**config.mk**
```make
export PLATFORM = sky130hd
export DESIGN_NAME = vector_distance_metric_unit
export DESIGN_NICKNAME = d
export VERILOG_FILES = /design/src/hw/rtl/vdm_pkg.sv /design/src/hw/rtl/vector_distance_metric_unit.sv /design/src/hw/rtl/vdm_front.sv /design/src/hw/rtl/vdm_queue.sv /design/src/hw/rtl/vdm_back.sv
export SDC_FILE = /design/constraint.sdc
export NUM_CORES = 2
export LEC_CHECK = 0
export ABC_AREA = 0
export BUFFER_PORTS_ARGS = -buffer_cell sky130_fd_sc_hd__buf_2
export CORE_AREA = 4 4 337 339
export CTS_CLUSTER_SIZE = 30
export DETAILED_ROUTE_END_ITERATION = 8
export DIE_AREA = 0 0 341 343
export MAX_ROUTING_LAYER = met4
export PLACE_DENSITY = 0.7
export REMOVE_ABC_BUFFERS = 1
export SLEW_MARGIN = 40
export SYNTH_ARGS = -nofsm -noshare
export SYNTH_HDL_FRONTEND = slang
export SYNTH_HIERARCHICAL = 1
export SYNTH_SLANG_ARGS = --single-unit
```
**constraint.sdc**
```tcl
create_clock -name i_clk -period 8.7 [get_ports i_clk]
set_clock_uncertainty 0.2 [all_clocks]
set_input_delay 0.87 -clock i_clk [delete_from_list [all_inputs] [get_ports i_clk]]
set_output_delay 0.87 -clock i_clk [all_outputs]
set_load 0.01 [all_outputs]
```
**src/hw/rtl/vdm_pkg.sv**
```systemverilog
// Shared constants, mode codes and width helpers for the vector distance metric unit.
`default_nettype none

package vdm_pkg;

    // Default vector length limit
    localparam int DEFAULT_MAX_DIM = 1024;

    // Element and result widths
    localparam int ELEM_W     = 8;
    localparam int SCORE_W    = 33;
    localparam int Q_FRAC     = 30;
    localparam int IN_TDATA_W  = 16;
    localparam int OUT_TDATA_W = 40;
    localparam int OUT_TUSER_W = 2;
    localparam int MODE_W     = 2;

    // Largest square of one element: (-128)^2
    localparam int SQ_MAX = 16384;

    // 1.0 in Q1.30
    localparam logic [Q_FRAC:0] Q_ONE = 31'h4000_0000;

    // Metric mode codes
    localparam logic [MODE_W-1:0] MODE_DOT = 2'd0;
    localparam logic [MODE_W-1:0] MODE_L2  = 2'd1;
    localparam logic [MODE_W-1:0] MODE_COS = 2'd2;

    // Width of a squared norm sum for a given vector length limit
    function automatic int norm_w(input int max_dim);
        return $clog2(max_dim * SQ_MAX + 1);
    endfunction

endpackage

`default_nettype wire

```
**src/hw/rtl/vector_distance_metric_unit.sv**
```systemverilog
// Top level of the vector distance metric unit: front end, job queue and back end.
//
//  channel   direction  signals                               word contents (low bit up)
//  s         in         i_s_tvalid/o_s_tready/i_s_tdata/tlast elem_a[7:0], elem_b[15:8]; tlast
//  m         out        o_m_tvalid/i_m_tready/o_m_tdata/tuser score[32:0]; tuser length, zero
//  cfg       in         i_cfg_wen/i_cfg_wdata                 metric_mode[1:0]
//
//  Input words are taken one per cycle while the two-entry job queue has room.
//  Back end per vector: inner product and L2 go straight to the output stage; cosine
//  runs a multiply, the bit-serial square root, the bit-serial divider and a final step.
//  Synchronous active-low reset clears sums, queue, sequencer and metric mode.
//  A stalled output holds its word; the front keeps accepting until the queue fills.
`default_nettype none

module vector_distance_metric_unit #(
    parameter int MAX_DIM = vdm_pkg::DEFAULT_MAX_DIM
) (
    input  wire logic                             i_clk,
    input  wire logic                             i_rst_n,
    input  wire logic                             i_cfg_wen,
    input  wire logic [vdm_pkg::MODE_W-1:0]       i_cfg_wdata,  // metric_mode
    input  wire logic                             i_s_tvalid,
    output logic                                  o_s_tready,
    input  wire logic [vdm_pkg::IN_TDATA_W-1:0]   i_s_tdata,    // elem_a, elem_b
    input  wire logic                             i_s_tlast,    // last_element
    output logic                                  o_m_tvalid,
    input  wire logic                             i_m_tready,
    output logic [vdm_pkg::OUT_TDATA_W-1:0]       o_m_tdata,    // score, zero pad
    output logic [vdm_pkg::OUT_TUSER_W-1:0]       o_m_tuser     // length_exceeded, zero_norm
);
    import vdm_pkg::*;

    localparam int NORM_W = norm_w(MAX_DIM);
    localparam int DOT_W  = NORM_W + 1;
    localparam int JOB_W  = DOT_W + 2 * NORM_W + 1;

    logic             push, full, q_valid, pop;
    logic [JOB_W-1:0] job_in, job_out;

    // Accumulating front end
    vdm_front #(
        .MAX_DIM (MAX_DIM)
    ) u_front (
        .i_clk      (i_clk),
        .i_rst_n    (i_rst_n),
        .i_s_tvalid (i_s_tvalid),
        .o_s_tready (o_s_tready),
        .i_s_tdata  (i_s_tdata),
        .i_s_tlast  (i_s_tlast),
        .o_job_push (push),
        .o_job      (job_in),
        .i_job_full (full)
    );

    // Job queue
    vdm_queue #(
        .W (JOB_W)
    ) u_queue (
        .i_clk   (i_clk),
        .i_rst_n (i_rst_n),
        .i_push  (push),
        .i_din   (job_in),
        .o_full  (full),
        .o_valid (q_valid),
        .o_dout  (job_out),
        .i_pop   (pop)
    );

    // Score back end
    vdm_back #(
        .MAX_DIM (MAX_DIM)
    ) u_back (
        .i_clk       (i_clk),
        .i_rst_n     (i_rst_n),
        .i_cfg_wen   (i_cfg_wen),
        .i_cfg_wdata (i_cfg_wdata),
        .i_job_valid (q_valid),
        .i_job       (job_out),
        .o_job_pop   (pop),
        .o_m_tvalid  (o_m_tvalid),
        .i_m_tready  (i_m_tready),
        .o_m_tdata   (o_m_tdata),
        .o_m_tuser   (o_m_tuser)
    );

endmodule

`default_nettype wire

```
**src/hw/rtl/vdm_front.sv**
```systemverilog
// Front end: accepts element pairs, keeps the running sums, hands finished vectors to the queue.
`default_nettype none

module vdm_front #(
    parameter int MAX_DIM = vdm_pkg::DEFAULT_MAX_DIM,
    localparam int NORM_W = vdm_pkg::norm_w(MAX_DIM),
    localparam int DOT_W  = NORM_W + 1,
    localparam int JOB_W  = DOT_W + 2 * NORM_W + 1
) (
    input  wire logic                             i_clk,
    input  wire logic                             i_rst_n,
    input  wire logic                             i_s_tvalid,
    output logic                                  o_s_tready,
    input  wire logic [vdm_pkg::IN_TDATA_W-1:0]   i_s_tdata,  // elem_a, elem_b
    input  wire logic                             i_s_tlast,  // last_element
    output logic                                  o_job_push,
    output logic [JOB_W-1:0]                      o_job,      // dot, norm a, norm b, overflow
    input  wire logic                             i_job_full
);
    import vdm_pkg::*;

    localparam int CNT_W = $clog2(MAX_DIM + 1);

    logic signed [DOT_W-1:0]  r_dot, n_dot;
    logic        [NORM_W-1:0] r_na, n_na;
    logic        [NORM_W-1:0] r_nb, n_nb;
    logic        [CNT_W-1:0]  r_cnt, n_cnt;
    logic                     r_ovf, n_ovf;

    logic signed [ELEM_W-1:0]   elem_a, elem_b;
    logic signed [2*ELEM_W-1:0] prod_ab, sq_a, sq_b;
    logic                       accept, room;

    assign o_s_tready = !i_job_full;
    assign accept     = i_s_tvalid && o_s_tready;

    // Element products
    assign elem_a  = signed'(i_s_tdata[ELEM_W-1:0]);
    assign elem_b  = signed'(i_s_tdata[2*ELEM_W-1:ELEM_W]);
    assign prod_ab = elem_a * elem_b;
    assign sq_a    = elem_a * elem_a;
    assign sq_b    = elem_b * elem_b;
    assign room    = r_cnt < CNT_W'(MAX_DIM);

    // Next sums; pairs past the limit only raise the overflow flag
    always_comb begin
        n_dot = r_dot;
        n_na  = r_na;
        n_nb  = r_nb;
        n_cnt = r_cnt;
        n_ovf = r_ovf;
        if (room) begin
            n_dot = r_dot + DOT_W'(prod_ab);
            n_na  = r_na + NORM_W'(unsigned'(sq_a));
            n_nb  = r_nb + NORM_W'(unsigned'(sq_b));
            n_cnt = r_cnt + CNT_W'(1);
        end else begin
            n_ovf = 1'b1;
        end
    end

    // Finished vector goes to the queue
    assign o_job_push = accept && i_s_tlast;
    assign o_job      = {n_ovf, n_nb, n_na, n_dot};

    // Running sums, cleared after each vector
    always_ff @(posedge i_clk) begin
        if (!i_rst_n) begin
            r_dot <= '0;
            r_na  <= '0;
            r_nb  <= '0;
            r_cnt <= '0;
            r_ovf <= 1'b0;
        end else if (accept) begin
            if (i_s_tlast) begin
                r_dot <= '0;
                r_na  <= '0;
                r_nb  <= '0;
                r_cnt <= '0;
                r_ovf <= 1'b0;
            end else begin
                r_dot <= n_dot;
                r_na  <= n_na;
                r_nb  <= n_nb;
                r_cnt <= n_cnt;
                r_ovf <= n_ovf;
            end
        end
    end

endmodule

`default_nettype wire

```
**src/hw/rtl/vdm_queue.sv**
```systemverilog
// Two-entry queue of finished vector sums between front and back end.
`default_nettype none

module vdm_queue #(
    parameter int W = 8
) (
    input  wire logic         i_clk,
    input  wire logic         i_rst_n,
    input  wire logic         i_push,
    input  wire logic [W-1:0] i_din,
    output logic              o_full,
    output logic              o_valid,
    output logic [W-1:0]      o_dout,
    input  wire logic         i_pop
);

    logic [W-1:0] r_head, r_tail;
    logic [1:0]   r_count;
    logic         push_ok, pop_ok;

    assign o_full  = r_count == 2'd2;
    assign o_valid = r_count != 2'd0;
    assign o_dout  = r_head;
    assign push_ok = i_push && !o_full;
    assign pop_ok  = i_pop && o_valid;

    // Head always holds the oldest entry
    always_ff @(posedge i_clk) begin
        if (!i_rst_n) begin
            r_count <= 2'd0;
        end else if (push_ok && pop_ok) begin
            if (r_count == 2'd1) begin
                r_head <= i_din;
            end else begin
                r_head <= r_tail;
                r_tail <= i_din;
            end
        end else if (pop_ok) begin
            r_head  <= r_tail;
            r_count <= r_count - 2'd1;
        end else if (push_ok) begin
            if (r_count == 2'd0) begin
                r_head <= i_din;
            end else begin
                r_tail <= i_din;
            end
            r_count <= r_count + 2'd1;
        end
    end

endmodule

`default_nettype wire

```
**src/hw/rtl/vdm_back.sv**
```systemverilog
// Back end: metric register, score sequencer with square root and divider, output register.
`default_nettype none

module vdm_back #(
    parameter int MAX_DIM = vdm_pkg::DEFAULT_MAX_DIM,
    localparam int NORM_W = vdm_pkg::norm_w(MAX_DIM),
    localparam int DOT_W  = NORM_W + 1,
    localparam int JOB_W  = DOT_W + 2 * NORM_W + 1
) (
    input  wire logic                              i_clk,
    input  wire logic                              i_rst_n,
    input  wire logic                              i_cfg_wen,
    input  wire logic [vdm_pkg::MODE_W-1:0]        i_cfg_wdata,
    input  wire logic                              i_job_valid,
    input  wire logic [JOB_W-1:0]                  i_job,
    output logic                                   o_job_pop,
    output logic                                   o_m_tvalid,
    input  wire logic                              i_m_tready,
    output logic [vdm_pkg::OUT_TDATA_W-1:0]        o_m_tdata,  // score
    output logic [vdm_pkg::OUT_TUSER_W-1:0]        o_m_tuser   // length_exceeded, zero_norm
);
    import vdm_pkg::*;

    localparam int DVD_W  = DOT_W + Q_FRAC;
    localparam int SEQ_CW = $clog2(DVD_W);

    typedef enum logic [2:0] {
        ST_IDLE,
        ST_MUL,
        ST_SQRT,
        ST_DIV,
        ST_FIN,
        ST_DONE
    } t_state;

    t_state r_state;

    logic [MODE_W-1:0]          r_mode;
    logic signed [DOT_W-1:0]    r_dot;
    logic [NORM_W-1:0]          r_na, r_nb;
    logic                       r_ovf, r_zero;
    logic [2*NORM_W-1:0]        r_prod;
    logic [NORM_W+1:0]          r_sq_rem;
    logic [NORM_W-1:0]          r_root;
    logic [NORM_W-1:0]          r_div_rem;
    logic [DVD_W-1:0]           r_quo;
    logic [SEQ_CW-1:0]          r_cnt;
    logic signed [SCORE_W-1:0]  r_score;
    logic                       r_out_valid;
    logic signed [SCORE_W-1:0]  r_out_score;
    logic                       r_out_ovf, r_out_zero;

    // Job fields
    logic signed [DOT_W-1:0]   j_dot;
    logic [NORM_W-1:0]         j_na, j_nb;
    logic                      j_ovf;
    logic signed [SCORE_W-1:0] j_dot_x, j_l2;

    assign j_dot   = signed'(i_job[DOT_W-1:0]);
    assign j_na    = i_job[DOT_W +: NORM_W];
    assign j_nb    = i_job[DOT_W+NORM_W +: NORM_W];
    assign j_ovf   = i_job[JOB_W-1];
    assign j_dot_x = SCORE_W'(j_dot);
    assign j_l2    = signed'(SCORE_W'(j_na)) + signed'(SCORE_W'(j_nb)) - (j_dot_x <<< 1);

    // Square root step: two radicand bits in, one root bit out
    logic [NORM_W+1:0] sq_sh, sq_trial, sq_diff;
    logic              sq_ge;

    assign sq_sh    = {r_sq_rem[NORM_W-1:0], r_prod[2*NORM_W-1 -: 2]};
    assign sq_trial = {r_root, 2'b01};
    assign sq_ge    = sq_sh >= sq_trial;
    assign sq_diff  = sq_sh - sq_trial;

    // Restoring divide step: one quotient bit
    logic [NORM_W:0] dv_sh, dv_diff;
    logic            dv_ge;

    assign dv_sh   = {r_div_rem, r_quo[DVD_W-1]};
    assign dv_ge   = dv_sh >= {1'b0, r_root};
    assign dv_diff = dv_sh - {1'b0, r_root};

    // Magnitude of the dot product
    logic [DOT_W-1:0] mag;
    assign mag = r_dot[DOT_W-1] ? DOT_W'(-r_dot) : DOT_W'(r_dot);

    // Clamp quotient to 1.0 and apply the sign
    logic [Q_FRAC:0]           q_clamp;
    logic signed [SCORE_W-1:0] fin_score;

    assign q_clamp   = (r_quo > DVD_W'(Q_ONE)) ? Q_ONE : r_quo[Q_FRAC:0];
    assign fin_score = r_dot[DOT_W-1] ?
                       signed'(SCORE_W'(Q_ONE) + SCORE_W'(q_clamp)) :
                       signed'(SCORE_W'(Q_ONE) - SCORE_W'(q_clamp));

    logic out_free;
    assign out_free  = !r_out_valid || i_m_tready;
    assign o_job_pop = (r_state == ST_IDLE) && i_job_valid;

    // Sequencer and output register
    always_ff @(posedge i_clk) begin
        if (!i_rst_n) begin
            r_state     <= ST_IDLE;
            r_out_valid <= 1'b0;
            r_mode      <= MODE_DOT;
        end else begin
            if (i_cfg_wen) begin
                r_mode <= i_cfg_wdata;
            end
            // Word taken and nothing new to load this cycle
            if (r_out_valid && i_m_tready && r_state != ST_DONE) begin
                r_out_valid <= 1'b0;
            end
            unique case (r_state)
                ST_IDLE: begin
                    if (i_job_valid) begin
                        r_dot  <= j_dot;
                        r_na   <= j_na;
                        r_nb   <= j_nb;
                        r_ovf  <= j_ovf;
                        unique case (r_mode)
                            MODE_L2: begin
                                r_score <= j_l2;
                                r_zero  <= 1'b0;
                                r_state <= ST_DONE;
                            end
                            MODE_COS: begin
                                if (j_na == '0 || j_nb == '0) begin
                                    r_score <= signed'(SCORE_W'(Q_ONE));
                                    r_zero  <= 1'b1;
                                    r_state <= ST_DONE;
                                end else begin
                                    r_zero  <= 1'b0;
                                    r_state <= ST_MUL;
                                end
                            end
                            default: begin
                                r_score <= j_dot_x;
                                r_zero  <= 1'b0;
                                r_state <= ST_DONE;
                            end
                        endcase
                    end
                end
                ST_MUL: begin
                    r_prod   <= r_na * r_nb;
                    r_sq_rem <= '0;
                    r_root   <= '0;
                    r_cnt    <= '0;
                    r_state  <= ST_SQRT;
                end
                ST_SQRT: begin
                    r_prod   <= r_prod << 2;
                    r_sq_rem <= sq_ge ? sq_diff : sq_sh;
                    r_root   <= {r_root[NORM_W-2:0], sq_ge};
                    if (r_cnt == SEQ_CW'(NORM_W - 1)) begin
                        r_div_rem <= '0;
                        r_quo     <= {mag, Q_FRAC'(0)};
                        r_cnt     <= '0;
                        r_state   <= ST_DIV;
                    end else begin
                        r_cnt     <= r_cnt + SEQ_CW'(1);
                    end
                end
                ST_DIV: begin
                    r_div_rem <= dv_ge ? dv_diff[NORM_W-1:0] : dv_sh[NORM_W-1:0];
                    r_quo     <= {r_quo[DVD_W-2:0], dv_ge};
                    r_cnt     <= r_cnt + SEQ_CW'(1);
                    if (r_cnt == SEQ_CW'(DVD_W - 1)) begin
                        r_state <= ST_FIN;
                    end
                end
                ST_FIN: begin
                    r_score <= fin_score;
                    r_state <= ST_DONE;
                end
                ST_DONE: begin
                    if (out_free) begin
                        r_out_valid <= 1'b1;
                        r_out_score <= r_score;
                        r_out_ovf   <= r_ovf;
                        r_out_zero  <= r_zero;
                        r_state     <= ST_IDLE;
                    end
                end
                default: begin
                    r_state <= ST_IDLE;
                end
            endcase
        end
    end

    assign o_m_tvalid = r_out_valid;
    assign o_m_tdata  = OUT_TDATA_W'(unsigned'(r_out_score));
    assign o_m_tuser  = {r_out_zero, r_out_ovf};

`ifndef SYNTHESIS
    // A job leaves the queue only when the sequencer is free
    a_pop_idle: assert property (@(posedge i_clk) disable iff (!i_rst_n)
        o_job_pop |-> (r_state == ST_IDLE && i_job_valid))
        else $error("job popped while sequencer busy");

    // Zero-norm words carry exactly 1.0
    a_zero_score: assert property (@(posedge i_clk) disable iff (!i_rst_n)
        (r_out_valid && r_out_zero) |-> (r_out_score == signed'(SCORE_W'(Q_ONE))))
        else $error("zero-norm word with wrong score");

    // |dot| never exceeds floor(sqrt(na*nb)), so the quotient stays within 1.0
    a_quo_bound: assert property (@(posedge i_clk) disable iff (!i_rst_n)
        (r_state == ST_FIN) |-> (r_quo <= DVD_W'(Q_ONE)))
        else $error("cosine quotient above one");

    // A finished score is only loaded when the output slot is free
    a_no_overwrite: assert property (@(posedge i_clk) disable iff (!i_rst_n)
        (r_out_valid && !i_m_tready) |=> (r_out_valid && $stable(r_out_score)))
        else $error("output word overwritten");
`endif

endmodule

`default_nettype wire
```
**After elaboration in Yosys (flattened, before gate mapping)**

Cells that the tools add are included.

- Multiplexer cells: 51
- Multipliers: 4
- Add/subtract/negate cells: 14
- Eq/ne operators: 20
- Reduce and logical (&&, ||, !) cells: 37
- $lt $le $gt $ge: 4
- Bitwise operators: 1

Operators with widths:

| cell | number |
|---|---|
| 2-to-1 mux 77 bit | 10 |
| 2-to-1 mux 25 bit | 7 |
| case mux 25 bit (2 select lines) | 3 |
| case mux 33 bit (2 select lines) | 2 |
| case mux 56 bit (2 select lines) | 1 |
| case mux 50 bit (2 select lines) | 1 |
| 2-to-1 mux 33 bit | 3 |
| 2-to-1 mux 26 bit | 3 |
| greater-than comparator 56 x 31 -> 1 bit (second input constant) | 1 |
| 2-to-1 mux 56 bit | 1 |
| adder 25 x 16 -> 25 bit | 2 |
| zero test 25 bit | 2 |
| multiplier 25 x 25 -> 50 bit | 1 |
| subtractor 25 bit | 2 |
| multiplier 8 x 8 -> 16 bit | 3 |
| adder 31 x 31 -> 32 bit (first input constant) | 1 |
| subtractor 31 x 31 -> 32 bit (first input constant) | 1 |
| 2-to-1 mux 31 bit | 1 |
| subtractor 27 x 27 -> 28 bit | 1 |
| greater-or-equal comparator 27 bit | 1 |
| adder 25 x 25 -> 26 bit | 1 |
| adder 26 x 16 -> 26 bit | 1 |
| greater-or-equal comparator 26 x 25 -> 1 bit | 1 |
| negator 26 bit | 1 |
| 34 further kinds | 80 |

- Logic and storage cells: 157
- Register bits: 583
- Output and inout bits: 44
- Bits of input ports: 24

**Depth between registers and ports, before layout**

- Depth after elaboration: 8
- Gate-level depth with buffers: 30
- Depth with buffers taken out: 30

**Hierarchy**

Netlist, hierarchy kept.

Modules (own cells, without submodules):

| module | cells an instance | area an instance (µm²) | times used |
|---|---|---|---|
| vdm_back | 4,218 | 40,294.9 | 1 |
| vdm_front | 1,666 | 14,196.1 | 1 |
| vdm_queue | 264 | 5,919.4 | 1 |

**Worst setup path before layout**

No wires, ideal clock.

- Path type: register to register
- From: register u_back.r_nb[6]
- To: register u_back.r_prod[42], data pin
- Setup time: 0.264 ns
- Cell stages (with the launch flop): 27
- Path buffers: 3
- Arrival time: 6.791 ns
- Slack: 1.444 ns
- Data required time: 8.236 ns
- Cells stage by stage: edfxtp_1 clkbuf_1 clkbuf_1 nand2_1 fa_1 inv_1 fa_1 inv_1 fa_1 fa_1 inv_1 fa_1 fa_1 inv_1 fa_1 inv_1 ha_1 clkbuf_1 a211oi_2 o21ai_0 o41ai_1 a31o_2 o2111ai_1 a221o_1 a41oi_1 xor2_1 o21ai_1

- Longest elaborated chain between the ends: 2

RTL lines:

| element | RTL line | RTL |
|---|---|---|
| from (decl) | vdm_back.sv:40 | `logic [NORM_W-1:0] r_na, r_nb;` |
| from (signal assigned) | vdm_back.sv:119 | `r_nb <= j_nb;` |
| multiplier 25 x 25 -> 50 bit | vdm_back.sv:146 | `r_prod <= r_na * r_nb;` |
| case mux 50 bit (2 select lines) | vdm_back.sv:114 | `unique case (r_state)` |
| to (signal assigned) | vdm_back.sv:146 |  |
| to (signal assigned) | vdm_back.sv:153 | `r_prod <= r_prod << 2;` |
| to (decl) | vdm_back.sv:42 | `logic [2*NORM_W-1:0] r_prod;` |

Every way passes these cells.
A chain may end at the register's enable or synchronous reset.

**Worst setup path in the final report**

- From: register u_back.r_na[10]
- To: register u_back.r_prod[49], data pin

- Longest elaborated chain between the ends: 2

RTL lines:

| element | RTL line | RTL |
|---|---|---|
| from (decl) | vdm_back.sv:40 |  |
| from (signal assigned) | vdm_back.sv:118 | `r_na <= j_na;` |
| multiplier 25 x 25 -> 50 bit | vdm_back.sv:146 |  |
| case mux 50 bit (2 select lines) | vdm_back.sv:114 |  |

Every way passes these cells.

==> metrics.txt <==
# TYPE chip_impl_metric gauge
chip_impl_info{name="status",value="complete, no violations"} 1
chip_impl_info{name="worstSetupStartpointType",value="flop"} 1
chip_impl_metric{name="synth_sequential_area_ratio",unit="%"} 27.4
chip_impl_metric{name="slew-limit-headroom",unit="%"} 41.9
chip_impl_metric{name="min_period",unit="ns"} 8.08
chip_impl_info{name="layout_common_cells",value="sky130_fd_sc_hd__inv_1, sky130_fd_sc_hd__fa_1, sky130_fd_sc_hd__nand2_1"} 1
chip_impl_metric{name="route.detailed.drc",unit=""} 0
chip_impl_metric{name="die_area",unit="mm²"} 0.117
chip_impl_metric{name="port-buffer-count",unit=""} 60
chip_impl_metric{name="layout-area-overhead-vs-synth",unit="%"} 7.00
chip_impl_metric{name="finish.net_count",unit=""} 7307
chip_impl_info{name="clk_root_buffer_cell",value="sky130_fd_sc_hd__clkbuf_16"} 1
chip_impl_info{name="master_of_the_slowest_instance_on_the_critical_path",value="sky130_fd_sc_hd__edfxtp_1"} 1
chip_impl_info{name="crit_path_start",value="u_back/r_na[10]"} 1
chip_impl_info{name="timing.critical_path.cells",value="buf_4, and2_1, fa_1, inv_1, fa_1, fa_1, fa_1, inv_1, fa_1, fa_1, inv_1, fa_1, inv_1, ha_1, a21o_1, o21bai_1, a31oi_1, or3_1, o22ai_1, a21oi_1, o41ai_2, xnor2_1, o21ai_1"} 1
chip_impl_info{name="start_point_of_the_worst_min_delay_path",value="u_back/r_score[20]"} 1
chip_impl_metric{name="report.final.setup_viol",unit=""} 0
chip_impl_info{name="rsz0062_at_grt",value="false"} 1
chip_impl_info{name="synth-main-ff-cell",value="sky130_fd_sc_hd__edfxtp_1"} 1
chip_impl_metric{name="post-cts-setup-buffers",unit=""} 0
chip_impl_metric{name="placement_rows",unit=""} 122
chip_impl_metric{name="crit_path_max_incr_delay",unit="ns"} 0.71
chip_impl_metric{name="global_route.overflow_total",unit=""} 0
chip_impl_info{name="timing.critical_path.to_type",value="flop"} 1
chip_impl_info{name="cpMostUsedCell",value="sky130_fd_sc_hd__fa_1"} 1
chip_impl_metric{name="ff_latch_area",unit="mm²"} 0.0165
chip_impl_metric{name="timing.final.hold_violations",unit=""} 0
chip_impl_metric{name="dr.pass1.iters",unit=""} 6
chip_impl_metric{name="drt-total-wl",unit="µm"} 148000
chip_impl_metric{name="route.detailed.wl_per_inst",unit="µm"} 19.4
chip_impl_metric{name="globalRouteTotalUtil",unit="%"} 26.6
chip_impl_metric{name="core",unit="mm²"} 0.110
chip_impl_metric{name="fin_setup_tns",unit="ns"} 0
chip_impl_metric{name="synth.cell_area",unit="mm²"} 0.0604
chip_impl_metric{name="grt_pass1_vias",unit=""} 44219
chip_impl_metric{name="placement.setup.worst_slack",unit="ns"} 0.664
chip_impl_metric{name="worstPathRequired",unit="ns"} 8.85
chip_impl_metric{name="drt_iter0_drc",unit=""} 3554
chip_impl_metric{name="htree_num_levels",unit=""} 3
chip_impl_metric{name="drive_above_1_share",unit="%"} 6.90
chip_impl_metric{name="floorplan.die.width",unit="µm"} 341
chip_impl_metric{name="post-synth-top-area-fraction",unit="%"} 24.2
chip_impl_metric{name="number_of_pins_with_negative_max_slew_slack_in_the_final_report",unit=""} 0
chip_impl_info{name="critical_path_class",value="flop to flop"} 1
chip_impl_metric{name="die_h",unit="µm"} 343
chip_impl_metric{name="synth.lib_cells_used.distinct",unit=""} 110
chip_impl_metric{name="synth-edff-count",unit=""} 487
chip_impl_metric{name="drt.antenna.violating_nets",unit=""} 0
chip_impl_metric{name="maximum_number_of_pins_on_one_net_before_global_route_repair",unit=""} 90
chip_impl_metric{name="antenna_found_initial",unit=""} 6
chip_impl_metric{name="fin_util",unit="%"} 58.6
chip_impl_metric{name="grt_first_pass_wirelength",unit="µm"} 242000
chip_impl_metric{name="filler_cell_count",unit=""} 9478
chip_impl_info{name="hold_class",value="flop to flop"} 1
chip_impl_metric{name="post_synth.cell_area_avg",unit="µm²"} 9.83
chip_impl_metric{name="worst_skew_pair.late_latency",unit="ns"} 0.63
chip_impl_metric{name="clock_transition_at_path_regs",unit="ns"} 0.06
chip_impl_metric{name="vias",unit=""} 43058
chip_impl_metric{name="postCtsHoldBufs",unit=""} 0
chip_impl_metric{name="postSynthRegisterBits",unit=""} 583
chip_impl_metric{name="timing.critical_path.arrival",unit="ns"} 8.23
chip_impl_metric{name="max_cap_violations",unit=""} 0
chip_impl_metric{name="top_level_pins",unit=""} 68
chip_impl_metric{name="avgViaCountPerCell",unit=""} 5.63
chip_impl_info{name="tritoncts_clock_tree",value="yes"} 1
chip_impl_metric{name="cts.path.max_buffers",unit=""} 3
chip_impl_metric{name="multi_input_combinational_cell_area",unit="mm²"} 0.0391
chip_impl_metric{name="cts.sinks",unit=""} 583
chip_impl_metric{name="tightest_slew",unit="ns"} 0.872
chip_impl_metric{name="detailed_place_hpwl",unit="µm"} 116000
chip_impl_metric{name="synthesis.instances",unit=""} 6148
chip_impl_metric{name="biggest_fanout_along_the_worst_timing_path",unit=""} 18
chip_impl_metric{name="fmax",unit="GHz"} 0.124
chip_impl_metric{name="yosys_warnings",unit=""} 6
chip_impl_metric{name="fin_crit_sh",unit="%"} 92.9
chip_impl_info{name="synthTopCellsByArea",value="sky130_fd_sc_hd__edfxtp_1, sky130_fd_sc_hd__fa_1, sky130_fd_sc_hd__ha_1"} 1
chip_impl_info{name="layout_commonest_cell",value="sky130_fd_sc_hd__inv_1"} 1
chip_impl_info{name="synth_top_area_cell",value="sky130_fd_sc_hd__edfxtp_1"} 1
chip_impl_metric{name="async_flop_share",unit="%"} 0
chip_impl_metric{name="cts_resized",unit=""} 0
chip_impl_metric{name="setup_ws",unit="ns"} 0.618
chip_impl_info{name="worst_r2r_startpoint",value="u_back/r_na[10]"} 1
chip_impl_metric{name="floorplan.initialDensity",unit="%"} 54.7
chip_impl_metric{name="gp_congestion",unit=""} 0.935
chip_impl_metric{name="cts_buffers",unit=""} 66
-- state kept, by name, summed over array words and instances, names as in the netlist, 26 cells and up --
name	count
u_back/r_dot	26
u_back/r_out_score	33
u_back/r_prod	50
u_back/r_quo	56
u_back/r_score	33
u_front/r_dot	26
u_queue/o_dout	77
u_queue/r_tail	77
-- area by class of cell --
cell class | count | area share [%]
diodes | 7 | 0.0271
flip-flops and latches | 583 | 25.6
multi-input cells | 4310 | 60.5
clock inverters | 40 | 0.770
well taps | 1488 | 2.88
inverters | 990 | 5.75
clock buffers | 78 | 2.67
repair buffers | 155 | 1.81
-- worst max-delay path, delay by kind of cell, from the launching register on --
family,cells,cell delay (ns)
xor+xnor,1,0.17
fa+ha+maj,8,4.16
buf+inv,5,0.55
simple gates,2,0.54
compound gates,7,1.46
flops,1,0.71
-- kinds of logic (layout without fill, tap and decap cells) --
| kind of cell | count (synthesis) | in the layout | share of synthesized area (%) |
|---|---|---|---|
| and+or+nand+nor | 1755 | 1755 | 14.1 |
| other | 1 | 14 | 0.00621 |
| xor gates and xnor gates | 282 | 282 | 4.09 |
| buffers and inverters | 1261 | 1263 | 8.09 |
| DFF | 583 | 583 | 27.4 |
| adders and majority gates | 1177 | 1177 | 33.4 |
| AOI/OAI and AO/OA | 947 | 947 | 10.2 |
| muxes | 142 | 142 | 2.73 |
-- synth_stat cells (49+ instances only) --
master                     number
sky130_fd_sc_hd__nor2_1       350
sky130_fd_sc_hd__nand2_1      634
sky130_fd_sc_hd__a21oi_1      276
sky130_fd_sc_hd__mux2_2        62
sky130_fd_sc_hd__dfxtp_1       96
sky130_fd_sc_hd__xnor2_1      181
sky130_fd_sc_hd__fa_1         729
sky130_fd_sc_hd__mux2i_1       49
sky130_fd_sc_hd__o21ai_0      193
sky130_fd_sc_hd__clkbuf_1     232
sky130_fd_sc_hd__xor2_1       101
sky130_fd_sc_hd__a22oi_1       58
sky130_fd_sc_hd__inv_1        988
sky130_fd_sc_hd__nand3_1       57
sky130_fd_sc_hd__ha_1         448
sky130_fd_sc_hd__a21o_1        71
sky130_fd_sc_hd__edfxtp_1     487
sky130_fd_sc_hd__nor3_1        51
sky130_fd_sc_hd__and2_1       408
-- path summary, 6_finish.rpt --
check	end	slack (ns)	depth (start not counted)
worst min-delay path	u_back/r_out_score[20]	0.22	0
worst max register to register	u_back/r_prod[49]	0.62	23
worst min register to register	u_back/r_out_score[20]	0.22	0
worst max-delay path	u_back/r_prod[49]	0.62	23
-- stage by stage --
| stage | instances | hold WS, ns | area, µm² |
|---|---|---|---|
| 2_1_floorplan | 5883 | 0.200 | 59300 |
| 3_3_place_gp | 7504 | 0.202 | 62100 |
| 3_5_place_dp | 7516 | 0.205 | 62200 |
| 4_1_cts | 7634 | 0.214 | 64500 |
| 5_1_grt | 7651 | 0.226 | 64600 |
| 6_report | 7651 | 0.216 | 64600 |
-- routing by layer --
metal / vias up / track usage, % / part of all wire (%)
met5: - / - / 0
met4: 0 / 7.74 / 3.0
met3: 250 / 3.46 / 6.7
met2: 1407 / 41.2 / 46
met1: 21355 / 36.9 / 44
li1: 20046 / - / -
Power is left out: the tool's default activity adds up to more than one toggle a clock period on the data nets, which glitch-free logic cannot reach.
